`config.mk`:
```
export PLATFORM = sky130hd
export DESIGN_NAME = console_line_editor
export DESIGN_NICKNAME = d
export VERILOG_FILES = /design/src/cle_pkg.sv /design/src/cle_front.sv /design/src/cle_cmd_fifo.sv /design/src/cle_back.sv /design/src/console_line_editor.sv
export VERILOG_INCLUDE_DIRS = /design/src /design/src/src
export SDC_FILE = /design/constraint.sdc
export NUM_CORES = 1
export LEC_CHECK = 0
export ABC_AREA = 1
export BUFFER_PORTS_ARGS = -buffer_cell sky130_fd_sc_hd__buf_4
export CAP_MARGIN = 20
export CELL_PAD_IN_SITES_DETAIL_PLACEMENT = 0
export CELL_PAD_IN_SITES_GLOBAL_PLACEMENT = 1
export CORE_MARGIN = 3
export CORE_UTILIZATION = 50
export CTS_CLUSTER_DIAMETER = 60
export DETAILED_ROUTE_END_ITERATION = 10
export GPL_TIMING_DRIVEN = 1
export PLACE_DENSITY_LB_ADDON = 0.3
export SLEW_MARGIN = 20
export SYNTH_ARGS = -nofsm -noshare
export SYNTH_HDL_FRONTEND = slang
export SYNTH_HIERARCHICAL = 1
export SYNTH_SLANG_ARGS = --single-unit
```
`constraint.sdc`:
```
create_clock -name clk -period 3.5 [get_ports clk]
set_clock_uncertainty 0.1 [all_clocks]
set_input_delay 0.525 -clock clk [delete_from_list [all_inputs] [get_ports clk]]
set_output_delay 0.525 -clock clk [all_outputs]
set_load 0.05 [all_outputs]
```
`src/console_line_editor_defines.svh`:
```
// Assertion macros for the console line editor.
// Included by the top level; expects clk and rst_n in scope.
`ifndef CONSOLE_LINE_EDITOR_DEFINES_SVH
`define CONSOLE_LINE_EDITOR_DEFINES_SVH

// Same-cycle implication, disabled while reset is held.
`define CLE_ASSERT_IMPL(lbl, ante, cons, msg) \
  lbl: assert property (@(posedge clk) disable iff (!rst_n) (ante) |-> (cons)) \
    else $error(msg);

// Next-cycle implication, disabled while reset is held.
`define CLE_ASSERT_NEXT(lbl, ante, cons, msg) \
  lbl: assert property (@(posedge clk) disable iff (!rst_n) (ante) |=> (cons)) \
    else $error(msg);

`endif

```
`src/cle_pkg.sv`:
```
// Shared types, character codes and sizes for the console line editor.
// No dependencies; used by every module of the block.
`timescale 1ns / 1ps

package cle_pkg;

  localparam int LINE_CAPACITY_DEF = 16;
  localparam int CMDQ_DEPTH        = 4;
  localparam int CMDQ_PTR_W        = 2;
  localparam int ADDR_W            = 5;
  localparam int CNT_W             = 6;
  localparam int INTR_TEXT_LEN     = 10;

  localparam logic [7:0] CH_ETX = 8'h03;
  localparam logic [7:0] CH_BS  = 8'h08;
  localparam logic [7:0] CH_LF  = 8'h0A;
  localparam logic [7:0] CH_CR  = 8'h0D;
  localparam logic [7:0] CH_NAK = 8'h15;
  localparam logic [7:0] CH_ESC = 8'h1B;
  localparam logic [7:0] CH_SP  = 8'h20;

  typedef enum logic [1:0] {
    KIND_ECHO = 2'd0,
    KIND_LINE = 2'd1,
    KIND_END  = 2'd2,
    KIND_INTR = 2'd3
  } kind_t;

  typedef enum logic [1:0] {
    OP_ECHO  = 2'd0,
    OP_ERASE = 2'd1,
    OP_LINE  = 2'd2,
    OP_INTR  = 2'd3
  } op_t;

  typedef struct packed {
    op_t              op;
    logic [7:0]       chr;
    logic [CNT_W-1:0] count;
  } cmd_t;

  typedef struct packed {
    logic              en;
    logic [ADDR_W-1:0] addr;
    logic [7:0]        data;
  } store_wr_t;

  // Text echoed for an interrupt, CR and LF included.
  function automatic logic [7:0] intr_char(input logic [3:0] idx);
    logic [7:0] c;
    case (idx)
      4'd0:    c = 8'h3C;
      4'd1:    c = 8'h63;
      4'd2:    c = 8'h74;
      4'd3:    c = 8'h72;
      4'd4:    c = 8'h6C;
      4'd5:    c = 8'h2D;
      4'd6:    c = 8'h63;
      4'd7:    c = 8'h3E;
      4'd8:    c = CH_CR;
      4'd9:    c = CH_LF;
      default: c = 8'h00;
    endcase
    return c;
  endfunction

endpackage

```
`src/cle_front.sv`:
```
// Front end: accepts console bytes, tracks the fill count and issues commands.
// Depends on cle_pkg.
`timescale 1ns / 1ps

module cle_front #(
  parameter int LINE_CAPACITY = cle_pkg::LINE_CAPACITY_DEF
) (
  input  logic               clk,
  input  logic               rst_n,
  input  logic               in_push,
  output logic               in_full,
  input  logic [7:0]         in_rx_byte,
  input  logic               q_full,
  output logic               q_push,
  output cle_pkg::cmd_t      q_cmd,
  output cle_pkg::store_wr_t st_wr,
  input  logic               line_done,
  output logic               lock
);

  localparam int DEPTH  = LINE_CAPACITY - 1;
  localparam int FILL_W = $clog2(LINE_CAPACITY);

  logic [FILL_W-1:0] fill_r, fill_nxt;
  logic              lock_r, lock_nxt;
  logic              accept;
  logic              has_cmd;

  assign in_full = q_full || lock_r;
  assign accept  = in_push && !in_full;
  assign q_push  = accept && has_cmd;
  assign lock    = lock_r;

  always_comb begin
    has_cmd       = 1'b0;
    q_cmd.op      = cle_pkg::OP_ECHO;
    q_cmd.chr     = in_rx_byte;
    q_cmd.count   = '0;
    fill_nxt      = fill_r;
    st_wr.en      = 1'b0;
    st_wr.addr    = cle_pkg::ADDR_W'(fill_r);
    st_wr.data    = in_rx_byte;
    case (in_rx_byte)
      cle_pkg::CH_CR, cle_pkg::CH_LF: begin
        has_cmd     = 1'b1;
        q_cmd.op    = cle_pkg::OP_LINE;
        q_cmd.count = cle_pkg::CNT_W'(fill_r);
        fill_nxt    = '0;
      end
      cle_pkg::CH_ESC: begin
        // The line is dropped before delivery, so the line end is empty.
        has_cmd  = 1'b1;
        q_cmd.op = cle_pkg::OP_LINE;
        fill_nxt = '0;
      end
      cle_pkg::CH_NAK: begin
        has_cmd     = (fill_r != '0);
        q_cmd.op    = cle_pkg::OP_ERASE;
        q_cmd.count = cle_pkg::CNT_W'(fill_r);
        fill_nxt    = '0;
      end
      cle_pkg::CH_BS: begin
        has_cmd     = (fill_r != '0);
        q_cmd.op    = cle_pkg::OP_ERASE;
        q_cmd.count = cle_pkg::CNT_W'(1);
        if (fill_r != '0) begin
          fill_nxt = fill_r - FILL_W'(1);
        end
      end
      cle_pkg::CH_ETX: begin
        has_cmd  = 1'b1;
        q_cmd.op = cle_pkg::OP_INTR;
        fill_nxt = '0;
      end
      default: begin
        if (fill_r < FILL_W'(DEPTH)) begin
          has_cmd  = 1'b1;
          st_wr.en = accept;
          fill_nxt = fill_r + FILL_W'(1);
        end
      end
    endcase
  end

  // The store stays frozen from the issue of a non-empty line until its end.
  always_comb begin
    lock_nxt = lock_r;
    if (line_done) begin
      lock_nxt = 1'b0;
    end
    if (q_push && q_cmd.op == cle_pkg::OP_LINE && q_cmd.count != '0) begin
      lock_nxt = 1'b1;
    end
  end

  always_ff @(posedge clk) begin
    if (!rst_n) begin
      fill_r <= '0;
      lock_r <= 1'b0;
    end else begin
      lock_r <= lock_nxt;
      if (accept) begin
        fill_r <= fill_nxt;
      end
    end
  end

endmodule

```
`src/cle_cmd_fifo.sv`:
```
// Short command queue between the front and back ends.
// Depends on cle_pkg.
`timescale 1ns / 1ps

module cle_cmd_fifo (
  input  logic          clk,
  input  logic          rst_n,
  input  logic          push,
  input  cle_pkg::cmd_t push_cmd,
  output logic          full,
  input  logic          pop,
  output logic          empty,
  output cle_pkg::cmd_t head
);

  localparam int CNT_W = cle_pkg::CMDQ_PTR_W + 1;

  cle_pkg::cmd_t                 mem_r [cle_pkg::CMDQ_DEPTH];
  logic [cle_pkg::CMDQ_PTR_W-1:0] wr_ptr_r, rd_ptr_r;
  logic [CNT_W-1:0]               cnt_r, cnt_nxt;
  logic                           do_push, do_pop;

  assign full    = (cnt_r == CNT_W'(cle_pkg::CMDQ_DEPTH));
  assign empty   = (cnt_r == '0);
  assign do_push = push && !full;
  assign do_pop  = pop && !empty;
  assign head    = mem_r[rd_ptr_r];

  always_comb begin
    cnt_nxt = cnt_r;
    if (do_push && !do_pop) begin
      cnt_nxt = cnt_r + CNT_W'(1);
    end else if (do_pop && !do_push) begin
      cnt_nxt = cnt_r - CNT_W'(1);
    end
  end

  always_ff @(posedge clk) begin
    if (do_push) begin
      mem_r[wr_ptr_r] <= push_cmd;
    end
  end

  always_ff @(posedge clk) begin
    if (!rst_n) begin
      wr_ptr_r <= '0;
      rd_ptr_r <= '0;
      cnt_r    <= '0;
    end else begin
      cnt_r <= cnt_nxt;
      if (do_push) begin
        wr_ptr_r <= wr_ptr_r + cle_pkg::CMDQ_PTR_W'(1);
      end
      if (do_pop) begin
        rd_ptr_r <= rd_ptr_r + cle_pkg::CMDQ_PTR_W'(1);
      end
    end
  end

endmodule

```
`src/cle_back.sv`:
```
// Back end: holds the line store and expands each command into result items.
// Depends on cle_pkg.
`timescale 1ns / 1ps

module cle_back #(
  parameter int LINE_CAPACITY = cle_pkg::LINE_CAPACITY_DEF
) (
  input  logic               clk,
  input  logic               rst_n,
  input  cle_pkg::store_wr_t st_wr,
  input  logic               q_empty,
  input  cle_pkg::cmd_t      q_head,
  output logic               q_pop,
  output logic               line_done,
  output logic               out_empty,
  input  logic               out_pop,
  output logic [1:0]         out_item_kind,
  output logic [7:0]         out_byte,
  output logic [5:0]         out_line_length,
  output logic               out_last_item
);

  localparam int DEPTH = LINE_CAPACITY - 1;
  localparam int AW    = (DEPTH > 1) ? $clog2(DEPTH) : 1;
  localparam int CW    = cle_pkg::CNT_W;

  typedef enum logic [1:0] {
    ST_IDLE = 2'b01,
    ST_RUN  = 2'b10
  } state_t;

  state_t            state_r, state_nxt;
  cle_pkg::cmd_t     cmd_r;
  logic [CW-1:0]     idx_r;
  logic [CW-1:0]     rep_r;
  logic [1:0]        ph_r;
  logic [7:0]        store_r [DEPTH];
  logic              ov_r;
  logic [1:0]        kind_r;
  logic [7:0]        byte_r;
  logic [5:0]        len_r;
  logic              last_r;

  logic              load;
  cle_pkg::kind_t    g_kind;
  logic [7:0]        g_byte;
  logic [5:0]        g_len;
  logic              g_last;
  logic [CW-1:0]     idx_off;
  logic [CW-1:0]     end_idx;

  assign out_empty       = !ov_r;
  assign out_item_kind   = kind_r;
  assign out_byte        = byte_r;
  assign out_line_length = len_r;
  assign out_last_item   = last_r;

  assign q_pop     = (state_r == ST_IDLE) && !q_empty;
  assign load      = (state_r == ST_RUN) && (!ov_r || out_pop);
  assign line_done = load && g_last && cmd_r.op == cle_pkg::OP_LINE && cmd_r.count != '0;

  assign idx_off = idx_r - CW'(2);
  assign end_idx = cmd_r.count + CW'(2);

  always_comb begin
    g_kind = cle_pkg::KIND_ECHO;
    g_byte = cmd_r.chr;
    g_len  = '0;
    g_last = 1'b0;
    case (cmd_r.op)
      cle_pkg::OP_ECHO: begin
        g_last = 1'b1;
      end
      cle_pkg::OP_ERASE: begin
        g_byte = (ph_r == 2'd1) ? cle_pkg::CH_SP : cle_pkg::CH_BS;
        g_last = (ph_r == 2'd2) && (rep_r == CW'(1));
      end
      cle_pkg::OP_LINE: begin
        if (idx_r == CW'(0)) begin
          g_byte = cle_pkg::CH_CR;
        end else if (idx_r == CW'(1)) begin
          g_byte = cle_pkg::CH_LF;
        end else if (idx_r != end_idx) begin
          g_kind = cle_pkg::KIND_LINE;
          g_byte = store_r[idx_off[AW-1:0]];
        end else begin
          g_kind = cle_pkg::KIND_END;
          g_len  = 6'(cmd_r.count);
          g_last = 1'b1;
        end
      end
      cle_pkg::OP_INTR: begin
        if (idx_r < CW'(cle_pkg::INTR_TEXT_LEN)) begin
          g_byte = cle_pkg::intr_char(idx_r[3:0]);
        end else begin
          g_kind = cle_pkg::KIND_INTR;
          g_last = 1'b1;
        end
      end
      default: begin
        g_last = 1'b1;
      end
    endcase
  end

  always_comb begin
    state_nxt = state_r;
    case (state_r)
      ST_IDLE: begin
        if (!q_empty) begin
          state_nxt = ST_RUN;
        end
      end
      ST_RUN: begin
        if (load && g_last) begin
          state_nxt = ST_IDLE;
        end
      end
      default: begin
        state_nxt = ST_IDLE;
      end
    endcase
  end

  always_ff @(posedge clk) begin
    if (st_wr.en) begin
      store_r[st_wr.addr[AW-1:0]] <= st_wr.data;
    end
  end

  always_ff @(posedge clk) begin
    if (q_pop) begin
      cmd_r <= q_head;
      idx_r <= '0;
      rep_r <= q_head.count;
      ph_r  <= 2'd0;
    end else if (load) begin
      idx_r <= idx_r + CW'(1);
      if (ph_r == 2'd2) begin
        ph_r  <= 2'd0;
        rep_r <= rep_r - CW'(1);
      end else begin
        ph_r <= ph_r + 2'd1;
      end
    end
    if (load) begin
      kind_r <= g_kind;
      byte_r <= g_byte;
      len_r  <= g_len;
      last_r <= g_last;
    end
  end

  always_ff @(posedge clk) begin
    if (!rst_n) begin
      state_r <= ST_IDLE;
      ov_r    <= 1'b0;
    end else begin
      state_r <= state_nxt;
      if (load) begin
        ov_r <= 1'b1;
      end else if (out_pop) begin
        ov_r <= 1'b0;
      end
    end
  end

endmodule

```
`src/console_line_editor.sv`:
```
// Top level of the console line editor: front end, command queue, back end.
// Depends on cle_pkg, cle_front, cle_cmd_fifo, cle_back and the defines header.
`timescale 1ns / 1ps
`include "console_line_editor_defines.svh"

//  channel   ports                                   request moves when
//  -------   -------------------------------------   -----------------------
//  input     in_push, in_full, in_rx_byte            in_push && !in_full
//  result    out_pop, out_empty, out_item_kind,      out_pop && !out_empty
//            out_byte, out_line_length, out_last_item
//
// The front end takes one byte a cycle while the command queue has room. It is
// held off from the issue of a non-empty line until that line's end item is
// formed, because the back end reads the line store while delivering it.
// The back end takes a command and then forms one result per cycle while
// the result register is free or popped, so a byte yields from no result
// (dropped) up to 45 results at the default capacity (Ctrl-U on a full line
// of 15 bytes: three echoes per stored byte); a stalled result register holds
// the back end and, once the queue fills, the front end. Reset is synchronous
// and active low; it empties the line, the queue and the result register.

module console_line_editor #(
  parameter int LINE_CAPACITY = cle_pkg::LINE_CAPACITY_DEF
) (
  input  logic       clk,
  input  logic       rst_n,
  input  logic       in_push,
  output logic       in_full,
  input  logic [7:0] in_rx_byte,
  output logic       out_empty,
  input  logic       out_pop,
  output logic [1:0] out_item_kind,
  output logic [7:0] out_byte,
  output logic [5:0] out_line_length,
  output logic       out_last_item
);

  localparam int DEPTH = LINE_CAPACITY - 1;

  cle_pkg::cmd_t      push_cmd;
  cle_pkg::cmd_t      head_cmd;
  cle_pkg::store_wr_t st_wr;
  logic               q_push, q_full, q_pop, q_empty;
  logic               line_done;
  logic               front_lock;

  // Classifies each byte, keeps the fill count and writes plain bytes.
  cle_front #(
    .LINE_CAPACITY(LINE_CAPACITY)
  ) u_front (
    .clk       (clk),
    .rst_n     (rst_n),
    .in_push   (in_push),
    .in_full   (in_full),
    .in_rx_byte(in_rx_byte),
    .q_full    (q_full),
    .q_push    (q_push),
    .q_cmd     (push_cmd),
    .st_wr     (st_wr),
    .line_done (line_done),
    .lock      (front_lock)
  );

  // Decouples classification from result generation.
  cle_cmd_fifo u_fifo (
    .clk     (clk),
    .rst_n   (rst_n),
    .push    (q_push),
    .push_cmd(push_cmd),
    .full    (q_full),
    .pop     (q_pop),
    .empty   (q_empty),
    .head    (head_cmd)
  );

  // Expands commands into echo, line, line-end and interrupt results.
  cle_back #(
    .LINE_CAPACITY(LINE_CAPACITY)
  ) u_back (
    .clk            (clk),
    .rst_n          (rst_n),
    .st_wr          (st_wr),
    .q_empty        (q_empty),
    .q_head         (head_cmd),
    .q_pop          (q_pop),
    .line_done      (line_done),
    .out_empty      (out_empty),
    .out_pop        (out_pop),
    .out_item_kind  (out_item_kind),
    .out_byte       (out_byte),
    .out_line_length(out_line_length),
    .out_last_item  (out_last_item)
  );

  // The store must not change while a line is waiting or being delivered.
  `CLE_ASSERT_IMPL(a_no_write_when_locked, front_lock, !st_wr.en,
                   "store written during line delivery")
  // The front end never pushes into a full queue.
  `CLE_ASSERT_IMPL(a_no_push_when_full, q_push, !q_full,
                   "command pushed into full queue")
  // Only a line end carries a length, and it never exceeds the store depth.
  `CLE_ASSERT_IMPL(a_len_only_on_end,
                   !out_empty && out_item_kind != cle_pkg::KIND_END,
                   out_line_length == 6'd0, "length on non line-end result")
  `CLE_ASSERT_IMPL(a_len_in_range, !out_empty, out_line_length <= 6'(DEPTH),
                   "line length beyond store depth")

endmodule
```
==> impl_metrics.env, run 1 <==
export IMPL_drive_above_1_share_pct=13.60
export IMPL_timing_critical_path_slowest_stage_cell="sky130_fd_sc_hd__dfxtp_1"
export IMPL_endpoint_kind="flip-flop"
export IMPL_p_leak_nw=4.999
export IMPL_antenna_violating_nets_post_route=0
export IMPL_combinationalPowerShare_pct=34.9
export IMPL_period_needed_ps=2595
export IMPL_n_fill_cell=1866
export IMPL_timing_critical_path_from_type="flip-flop"
export IMPL_wirelength_mm=24.64
export IMPL_count_of_synthesis_stage_warnings_from_yosys=6
export IMPL_path_max_fanout=5
export IMPL_antennaDiodeCount=0
export IMPL_max_cap_violations=0
export IMPL_ff2ff_setup_slack_ps=900
export IMPL_sw_frac_of_total_pct=37.54
export IMPL_row_count=54
export IMPL_fp_dieArea_mm2=0.02459
export IMPL_slew_viol_final=0
export IMPL_cts_sinks=255
export IMPL_outcome="finished, final reports clean"
export IMPL_grt_max_degree=41
export IMPL_final_setup_tns_ps=0
export IMPL_core_area_mm2=0.02209
export IMPL_areaGrowthSynthToFinish_pct=12.10
export IMPL_clk_insertion_delay_late_ps=540
export IMPL_internal_power_contribution_mw=6.655
export IMPL_grt_pass1_vias=7273
export IMPL_max_freq_mhz=385.3
export IMPL_clk_path_buf_depth=3
export IMPL_ctsResizeCount=0
export IMPL_avgRoutedWirePerCell_um=17.54
export IMPL_dp_hpwl_mm=16.25
export IMPL_reg2regPathDepth=17
export IMPL_clock_root_buffer="sky130_fd_sc_hd__clkbuf_16"
export IMPL_setup_viol=0
export IMPL_final_period_utilization_pct=74.15
export IMPL_tightest_slew_ps=1010
export IMPL_drt_iter0_markers=612
export IMPL_boundaryPins=31
export IMPL_worstPathBufferInverterCount=5
export IMPL_crit_chain="nor2_1 -> nand2_1 -> inv_1 -> inv_1 -> nand3_1 -> nor2_1 -> nand2_2 -> inv_2 -> ha_1 -> inv_1 -> fa_1 -> inv_1 -> nand2_1 -> nand3_1 -> nand2_1 -> nand2_1 -> nor2_1"
export IMPL_power_frac_seq_pct=38.9
export IMPL_seqCellArea_mm2=0.007338
export IMPL_clkSlewWorstSetupHoldPaths_ps=60
export IMPL_cp_peak_stage_delay_ps=400
export IMPL_numCtsBuffers=27
export IMPL_layout_nets=1138
export IMPL_finalWeightedCongestion=0.8364
export IMPL_hold_viol_final=0
export IMPL_place_area_mm2=0.01187
export IMPL_globalRouteOverflowTotal=0
export IMPL_drc=0
export IMPL_cts_tree="done"
export IMPL_unrepaired_setup_endpoints_after_global_routing="no"
export IMPL_global_route_wire_length_before_repair_mm=39.66
export IMPL_relative_contribution_of_the_clock_network_to_total_power_pct=26.2
export IMPL_placement_io_buffers=30
export IMPL_multiInputGateArea_mm2=0.003332
export IMPL_dr_pass1_iters=5
export IMPL_slew_headroom_pct=31.94
export IMPL_holdCritPathClass="primary input to flip-flop"
export IMPL_antenna_found_initial=1
export IMPL_die_w_um=156.8
export IMPL_holdBufCountCts=0
export IMPL_htree_num_levels=1
export IMPL_route_vias_total=7493
export IMPL_vdd_drop_max_mv=0.3974
export IMPL_power_switching_mw=4.001
export IMPL_total_routing_resource_utilization_after_global_routing_pct=20.58
export IMPL_synth_area_per_cell_um2=10.67
export IMPL_crit_family="simple AND/OR/NAND/NOR gates"
export IMPL_detail_route_vias_per_cell=5.333
export IMPL_initial_core_util_pct=51.48
export IMPL_design_area_mm2=0.01275
export IMPL_mappedNetlistArea_mm2=0.01137
export IMPL_cp_num_cells=17
export IMPL_chipHeight_um=156.8
export IMPL_netlist_instances=1066
export IMPL_holdPathStages=2
export IMPL_post_cts_setup_buffers=0
export IMPL_worst_endpoint_arrival_ps=2930
export IMPL_worstSetupPathType="flip-flop to flip-flop"
export IMPL_cp_data_required_time_ps=3840
export IMPL_power_density_mw_per_mm2=835.8
[routing by layer]
metal | part of all wire (%) | vias up | GRT usage, % | wire length, um
met4 | 2.3 | 0 | 5.169 | 563
li1 | - | 3716 | - | -
met3 | 5.9 | 40 | 2.848 | 1458
met2 | 47 | 241 | 32.69 | 11500
met1 | 45 | 3496 | 30.20 | 11120
met5 | 0 | - | 0 | 0
[worst paths after layout]
kind | startpoint | to
max | u_fifo/cnt_r[0] | u_fifo/cnt_r[2]
min | rst_n | u_back/state_r[0]
max reg2reg | u_fifo/cnt_r[0] | u_fifo/cnt_r[2]
min reg2reg | u_back/ph_r[1] | u_back/ph_r[1]
[final cells by class]
cell class / instances / share of cell area (%)
repair buffers: 60 / 3.533
flip-flops and latches: 255 / 57.56
clock buffers: 28 / 5.329
inverters: 104 / 3.101
well taps: 280 / 2.748
clock inverters: 21 / 1.600
multi-input cells: 657 / 26.13
[state kept, by name (all words and copies together) (netlist names), named ones only]
signal	count
u_back/out_item_kind	2
u_back/state_r	2
u_back/out_line_length	6
u_fifo/mem_r	64
u_fifo/wr_ptr_r	2
u_front/lock	1
u_back/out_last_item	1
u_back/ph_r	2
u_back/idx_r	6
u_front/fill_r	4
u_back/cmd_r	16
u_fifo/cnt_r	3
u_back/ov_r	1
u_back/rep_r	6
u_back/store_r	120
u_back/out_byte	8
u_fifo/rd_ptr_r	2
[power by group through the flow]
stage / registers, mW / clock network, mW / logic, mW
floorplan: 4.20 / 0 / 2.66
global placement: 4.20 / 0 / 3.69
CTS: 4.15 / 2.86 / 3.72
detailed placement: 4.21 / 0 / 3.70
global route: 4.19 / 2.98 / 4.21
finish: 4.14 / 2.80 / 3.72
[placed cells by master (no fill, tap or decap), drive strengths merged, types with 4 or more instances in the layout]
cell type,count
a21oi,30
clkbuf,28
nor2,138
dfxtp,32
o21ai,68
o22ai,18
buf,60
nand2,222
o211ai,9
xnor2,6
nand3,105
clkinv,12
a22oi,9
nand4,10
or2,4
edfxtp,223
ha,19
inv,107
[metrics by stage]
step                      worst slack [ps]  hold WS (ps)  std cells  utilization [%]  power, mW
after global routing                 589.5         185.1       1405            57.71      11.37
after global placement               481.6         380.6       1356            53.71      7.889
after detailed placement             417.8         392.5       1356            53.71      7.910
final                                904.7         177.3       1405            57.71      10.66
after floorplan                      748.0         364.2       1067                -      6.858
after CTS                            906.5         164.4       1405            57.71      10.72
No activity file was read; power rests on OpenSTA's default activity.
==> run 2: changes to the inputs <==
- clock period: 3.5 -> 2.7 ns (I/O delays scaled with it)
==> impl_metrics.env, run 2 (synthesis results as in run 1) <==
export IMPL_outcome="finished, final reports clean"
export IMPL_final_setup_worst_slack_ps=292.6
export IMPL_drt_iter0_markers=578
export IMPL_period_needed_ps=2407
export IMPL_htree_num_levels=1
export IMPL_max_freq_mhz=415.4
export IMPL_final_period_utilization_pct=89.16
export IMPL_finalWeightedCongestion=0.8626
export IMPL_relative_contribution_of_the_clock_network_to_total_power_pct=26.8
export IMPL_dpl_worst_slack_ps=-9.913
export IMPL_placement_io_buffers=30
export IMPL_holdCritPathClass="primary input to flip-flop"
export IMPL_dp_hpwl_mm=15.90
export IMPL_tightest_slew_ps=941.1
export IMPL_final_cell_mix="223 x sky130_fd_sc_hd__edfxtp_1, 206 x sky130_fd_sc_hd__nand2_1, 125 x sky130_fd_sc_hd__nor2_1"
export IMPL_cts_tree="done"
export IMPL_numCtsBuffers=28
export IMPL_antennaDiodeCount=0
export IMPL_route_vias_total=7548
export IMPL_total_routing_resource_utilization_after_global_routing_pct=20.17
export IMPL_cp_data_required_time_ps=3020
export IMPL_path_max_fanout=10
export IMPL_hold_viol_final=0
export IMPL_final_core_area_utilization_pct=59.36
export IMPL_wirelength_mm=24.18
export IMPL_worst_endpoint_arrival_ps=2720
export IMPL_antenna_found_initial=1
export IMPL_design_area_mm2=0.01312
export IMPL_p_leak_nw=5.202
export IMPL_chipHeight_um=156.8
export IMPL_initial_core_util_pct=51.48
export IMPL_detail_route_vias_per_cell=5.245
export IMPL_power_density_mw_per_mm2=1083
export IMPL_areaGrowthSynthToFinish_pct=15.31
export IMPL_combinationalPowerShare_pct=35.7
export IMPL_clk_path_buf_depth=3
export IMPL_slew_headroom_pct=36.60
export IMPL_slew_viol_final=0
export IMPL_layout_nets=1170
export IMPL_drc=0
export IMPL_max_cap_violations=0
export IMPL_final_setup_tns_ps=0
export IMPL_grt_pass1_vias=7220
export IMPL_sw_frac_of_total_pct=36.29
export IMPL_dr_pass1_iters=5
export IMPL_endpoint_kind="flip-flop"
export IMPL_core_area_mm2=0.02209
export IMPL_avgRoutedWirePerCell_um=16.80
export IMPL_fp_dieArea_mm2=0.02459
export IMPL_worstSetupPathType="flip-flop to flip-flop"
export IMPL_drive_above_1_share_pct=15.62
export IMPL_largest_register_ff_count=120
export IMPL_p_total_mw=14.20
export IMPL_boundaryPins=31
export IMPL_place_area_mm2=0.01217
export IMPL_power_frac_seq_pct=37.5
export IMPL_internal_power_contribution_mw=9.049
export IMPL_mostFrequentLayoutCell="sky130_fd_sc_hd__edfxtp_1"
export IMPL_power_switching_mw=5.153
export IMPL_setup_viol=0
export IMPL_vdd_drop_max_mv=0.5647
export IMPL_holdBufCountCts=0
export IMPL_global_route_wire_length_before_repair_mm=39.10
export IMPL_die_w_um=156.8
export IMPL_unrepaired_setup_endpoints_after_global_routing="no"
export IMPL_clkSlewWorstSetupHoldPaths_ps=60
export IMPL_antenna_violating_nets_post_route=0
export IMPL_row_count=54
export IMPL_globalRouteOverflowTotal=0
export IMPL_clock_root_buffer="sky130_fd_sc_hd__clkbuf_16"
export IMPL_clk_insertion_delay_late_ps=520
export IMPL_grt_max_degree=57
export IMPL_cts_sinks=255
export IMPL_timing_critical_path_from_type="flip-flop"
-- run 2: timing repair --
action	4_1_cts	5_1_grt
buffers inserted	0	0
resized for setup	0	1
endpoints found under the setup margin	0	1
-- run 2: layer usage --
metal | global-route usage, % | wire (um) | vias up
met5 | 0 | 0 | -
met2 | 31.21 | 11020 | 202
met3 | 3.816 | 1531 | 27
met1 | 29.79 | 11230 | 3543
met4 | 4.794 | 391 | 0
li1 | - | - | 3776
-- run 2: path summary, 6_finish.rpt --
| path | start | to | slack [ps] | depth (start not counted) |
|---|---|---|---|---|
| max reg2reg | u_back/cmd_r[1] | u_front/lock | 290 | 10 |
| min | rst_n | u_back/state_r[0] | 60 | 2 |
| max | u_back/cmd_r[1] | u_front/lock | 290 | 10 |
| min reg2reg | u_back/ph_r[1] | u_back/ph_r[1] | 400 | 2 |
-- run 2: layout make-up --
cell class                 count  area [um2]
timing repair buffer          91       758.2
multi-input combinational    657        3334
clock inverter                 7       111.4
tap                          280       350.3
sequential                   255        7338
clock buffer                  45       827.0
inverter                     104       395.4
fill                        1794        8979
-- run 2: power groups by stage --
stage | registers, mW | clock network (mW) | logic, mW
after global placement | 5.40 | 0 | 5.02
final | 5.33 | 3.81 | 5.07
after global routing | 5.39 | 4.07 | 5.66
after floorplan | 5.44 | 0 | 3.45
after detailed placement | 5.41 | 0 | 5.04
after CTS | 5.33 | 3.89 | 5.06
-- run 2: worst max-delay path, cell delays in order, from the launching register on --
cell,delay [ps]
sky130_fd_sc_hd__edfxtp_1,440
sky130_fd_sc_hd__ha_1,330
sky130_fd_sc_hd__xnor2_1,140
sky130_fd_sc_hd__nand3_1,100
sky130_fd_sc_hd__nor2_2,230
sky130_fd_sc_hd__nand4_4,230
sky130_fd_sc_hd__nand3_2,150
sky130_fd_sc_hd__nand2_1,90
sky130_fd_sc_hd__nor2_1,260
sky130_fd_sc_hd__or2_2,170
sky130_fd_sc_hd__a21oi_1,50
-- run 2: stage by stage --
stage | cells | hold slack (ps)
after floorplan | 1067 | 364.2
after global placement | 1387 | 389.1
after detailed placement | 1387 | 388.5
after CTS | 1439 | 38.45
after global routing | 1439 | 57.80
final | 1439 | 59.60
==> run 3: changes to the inputs <==
- SYNTH_HIERARCHICAL: 1 -> not set
==> impl_metrics.env, run 3 <==
export IMPL_clkSlewWorstSetupHoldPaths_ps=60
export IMPL_detail_route_vias_per_cell=5.333
export IMPL_grt_max_degree=58
export IMPL_fp_dieArea_mm2=0.02328
export IMPL_final_cell_mix="211 x sky130_fd_sc_hd__edfxtp_1, 194 x sky130_fd_sc_hd__nand2_1, 121 x sky130_fd_sc_hd__nor2_1"
export IMPL_async_reset_ff_share_pct=0
export IMPL_holdCritPathClass="primary input to flip-flop"
export IMPL_reg2regPathDepth=12
export IMPL_count_of_synthesis_stage_warnings_from_yosys=0
export IMPL_clk_path_buf_depth=3
export IMPL_dr_pass1_iters=4
export IMPL_drive_above_1_share_pct=14.91
export IMPL_worst_endpoint_arrival_ps=2650
export IMPL_n_fill_cell=1778
export IMPL_clk_insertion_delay_late_ps=520
export IMPL_drt_iter0_markers=537
export IMPL_post_synth_edffs=211
export IMPL_worstSetupPathType="flip-flop to flip-flop"
export IMPL_clock_root_buffer="sky130_fd_sc_hd__clkbuf_16"
export IMPL_numCtsBuffers=26
export IMPL_synthMostInstantiatedCell="sky130_fd_sc_hd__edfxtp_1"
export IMPL_outcome="finished, final reports clean"
export IMPL_slew_viol_final=0
export IMPL_cp_data_required_time_ps=3010
export IMPL_final_period_utilization_pct=86.84
export IMPL_seqCellArea_mm2=0.006978
export IMPL_core_area_mm2=0.02069
export IMPL_drc=0
export IMPL_path_max_fanout=8
export IMPL_synth_seq_area_share_pct=64.94
export IMPL_timing_critical_path_from_type="flip-flop"
export IMPL_largest_register_ff_count=120
export IMPL_p_leak_nw=4.772
export IMPL_unrepaired_setup_endpoints_after_global_routing="no"
export IMPL_mappedNetlistArea_mm2=0.01074
export IMPL_cts_tree="done"
export IMPL_final_hold_worst_slack_ps=20.76
export IMPL_route_vias_total=7199
export IMPL_dp_hpwl_mm=15.75
export IMPL_endpoint_kind="flip-flop"
export IMPL_die_w_um=152.6
export IMPL_ctsResizeCount=0
export IMPL_ff2ff_setup_slack_ps=360
export IMPL_critPathCapture="u_fifo.cnt_r[1]"
export IMPL_wirelength_mm=24.05
export IMPL_dominantRegCellSynth="sky130_fd_sc_hd__edfxtp_1"
export IMPL_cts_sinks=243
export IMPL_worst_r2r_endpoint="u_fifo.cnt_r[1]"
export IMPL_yosys_area_top_type_share_pct=58.98
export IMPL_synth_cells_most_frequent="211 x sky130_fd_sc_hd__edfxtp_1, 194 x sky130_fd_sc_hd__nand2_1, 121 x sky130_fd_sc_hd__nor2_1, 81 x sky130_fd_sc_hd__inv_1, 73 x sky130_fd_sc_hd__nand3_1"
export IMPL_antennaDiodeCount=0
export IMPL_power_density_mw_per_mm2=1122
export IMPL_post_cts_setup_buffers=0
export IMPL_areaGrowthSynthToFinish_pct=14.66
export IMPL_reg2reg_from="u_front.fill_r[0]"
export IMPL_placement_io_buffers=28
export IMPL_vdd_drop_max_mv=0.5409
export IMPL_netlist_instances=996
export IMPL_layout_nets=1095
export IMPL_hold_viol_final=0
export IMPL_number_of_storage_elements_in_the_synthesis_netlist=243
export IMPL_synth_cell_types=44
export IMPL_finalWeightedCongestion=0.8393
export IMPL_crit_start="u_front.fill_r[0]"
export IMPL_slew_headroom_pct=63.20
export IMPL_antenna_violating_nets_post_route=0
export IMPL_max_freq_mhz=426.5
export IMPL_global_route_wire_length_before_repair_mm=38.67
export IMPL_initial_core_util_pct=51.92
export IMPL_tightest_slew_ps=551.2
export IMPL_chipHeight_um=152.6
export IMPL_boundaryPins=31
export IMPL_row_count=52
export IMPL_max_cap_violations=0
export IMPL_setup_viol=0
export IMPL_synth_top_cells_by_area="sky130_fd_sc_hd__edfxtp_1 59%, sky130_fd_sc_hd__nand2_1 6.8%, sky130_fd_sc_hd__dfxtp_1 6.0%"
export IMPL_avgRoutedWirePerCell_um=17.82
export IMPL_globalRouteOverflowTotal=0
export IMPL_top_cell_type_by_total_area_after_synthesis="sky130_fd_sc_hd__edfxtp_1"
export IMPL_multiInputGateArea_mm2=0.003208
export IMPL_holdBufCountCts=0
export IMPL_grt_pass1_vias=7099
export IMPL_htree_num_levels=1
export IMPL_period_needed_ps=2345
export IMPL_total_routing_resource_utilization_after_global_routing_pct=20.63
export IMPL_holdPathStages=1
export IMPL_antenna_found_initial=0
export IMPL_synth_area_per_cell_um2=10.79
export IMPL_mostFrequentLayoutCell="sky130_fd_sc_hd__edfxtp_1"
export IMPL_final_setup_tns_ps=0
-- run 3: cell types whose count changed in the layout (fill, tap and decap cells not counted), moves of 8 or more --
cell and delta:
sky130_fd_sc_hd__clkbuf_1 -9, sky130_fd_sc_hd__o21ai_0 +31, sky130_fd_sc_hd__nand2_1 -12, sky130_fd_sc_hd__inv_1 -8, sky130_fd_sc_hd__buf_4 -14, sky130_fd_sc_hd__nand3_1 -29, sky130_fd_sc_hd__o21ai_1 -30, sky130_fd_sc_hd__a21oi_1 +19
sky130_fd_sc_hd__edfxtp_1 -12
-- run 3: kinds of logic after synthesis --
family | count (synthesis) | share of synthesized area (%)
AND/OR/NAND/NOR | 434 | 17.83
flip-flops | 243 | 64.94
AO/OA/AOI/OAI | 162 | 8.619
buffers and inverters | 127 | 5.229
adder cells (fa/ha/maj) | 22 | 2.702
XOR/XNOR | 7 | 0.6407
other | 1 | 0.03491
-- run 3: critical path, cell delays in order (launching register included) --
cell and delay, ps:
sky130_fd_sc_hd__dfxtp_1 540, sky130_fd_sc_hd__nand2_2 140, sky130_fd_sc_hd__nor2_1 160, sky130_fd_sc_hd__inv_1 60, sky130_fd_sc_hd__nor2_1 130, sky130_fd_sc_hd__nand2_2 90
sky130_fd_sc_hd__nand2_2 90, sky130_fd_sc_hd__inv_1 40, sky130_fd_sc_hd__ha_1 170, sky130_fd_sc_hd__inv_1 100, sky130_fd_sc_hd__fa_1 410, sky130_fd_sc_hd__o21ai_0 160
sky130_fd_sc_hd__a21oi_1 60
-- run 3: layout make-up --
cell class / instances / area share (%)
tap: 270 / 2.743
sequential: 243 / 56.65
inverter: 90 / 2.743
clock buffer: 31 / 5.607
timing repair buffer: 73 / 4.652
multi-input combinational: 627 / 26.04
clock inverter: 16 / 1.564
-- run 3: per-layer routing --
layer  vias up  track usage [%]  wire [um]
met3        33            2.783       1137
li1       3546                -          -
met4         0            5.091        495
met2       166            33.51      11350
met5         -                0          0
met1      3454            29.80      11070
-- run 3: worst min path at each step --
stage | start | endpoint | slack [ps]
global route | in_rx_byte[4] | u_back.store_r[0][4] | 10
global placement | u_fifo.rd_ptr_r[1] | flip-flop | 340
floorplan | u_fifo.rd_ptr_r[1] | flip-flop | 340
finish | in_rx_byte[4] | u_back.store_r[0][4] | 20
detailed placement | u_fifo.rd_ptr_r[1] | u_fifo.rd_ptr_r[1] | 360
CTS | in_rx_byte[4] | u_back.store_r[0][4] | 10
-- run 3: stage by stage --
step                total power, mW  utilization [%]  cells  cell area (um2)  worst slack, ps
floorplan                     8.767                -    997            10750            470.1
global placement              10.24            55.27   1303            11430            286.7
detailed placement            10.28            55.27   1303            11430            267.9
CTS                           13.93            59.54   1350            12320            358.7
global route                  14.79            59.54   1350            12320            95.32
finish                        13.82            59.54   1350            12320            355.2
-- run 3: where the power goes --
part	internal [mW]	switching, mW	total, mW
Clock	2.21	1.42	3.63
Sequential	4.75	0.331	5.08
Combinational	1.65	3.47	5.12
Total	8.61	5.22	13.8
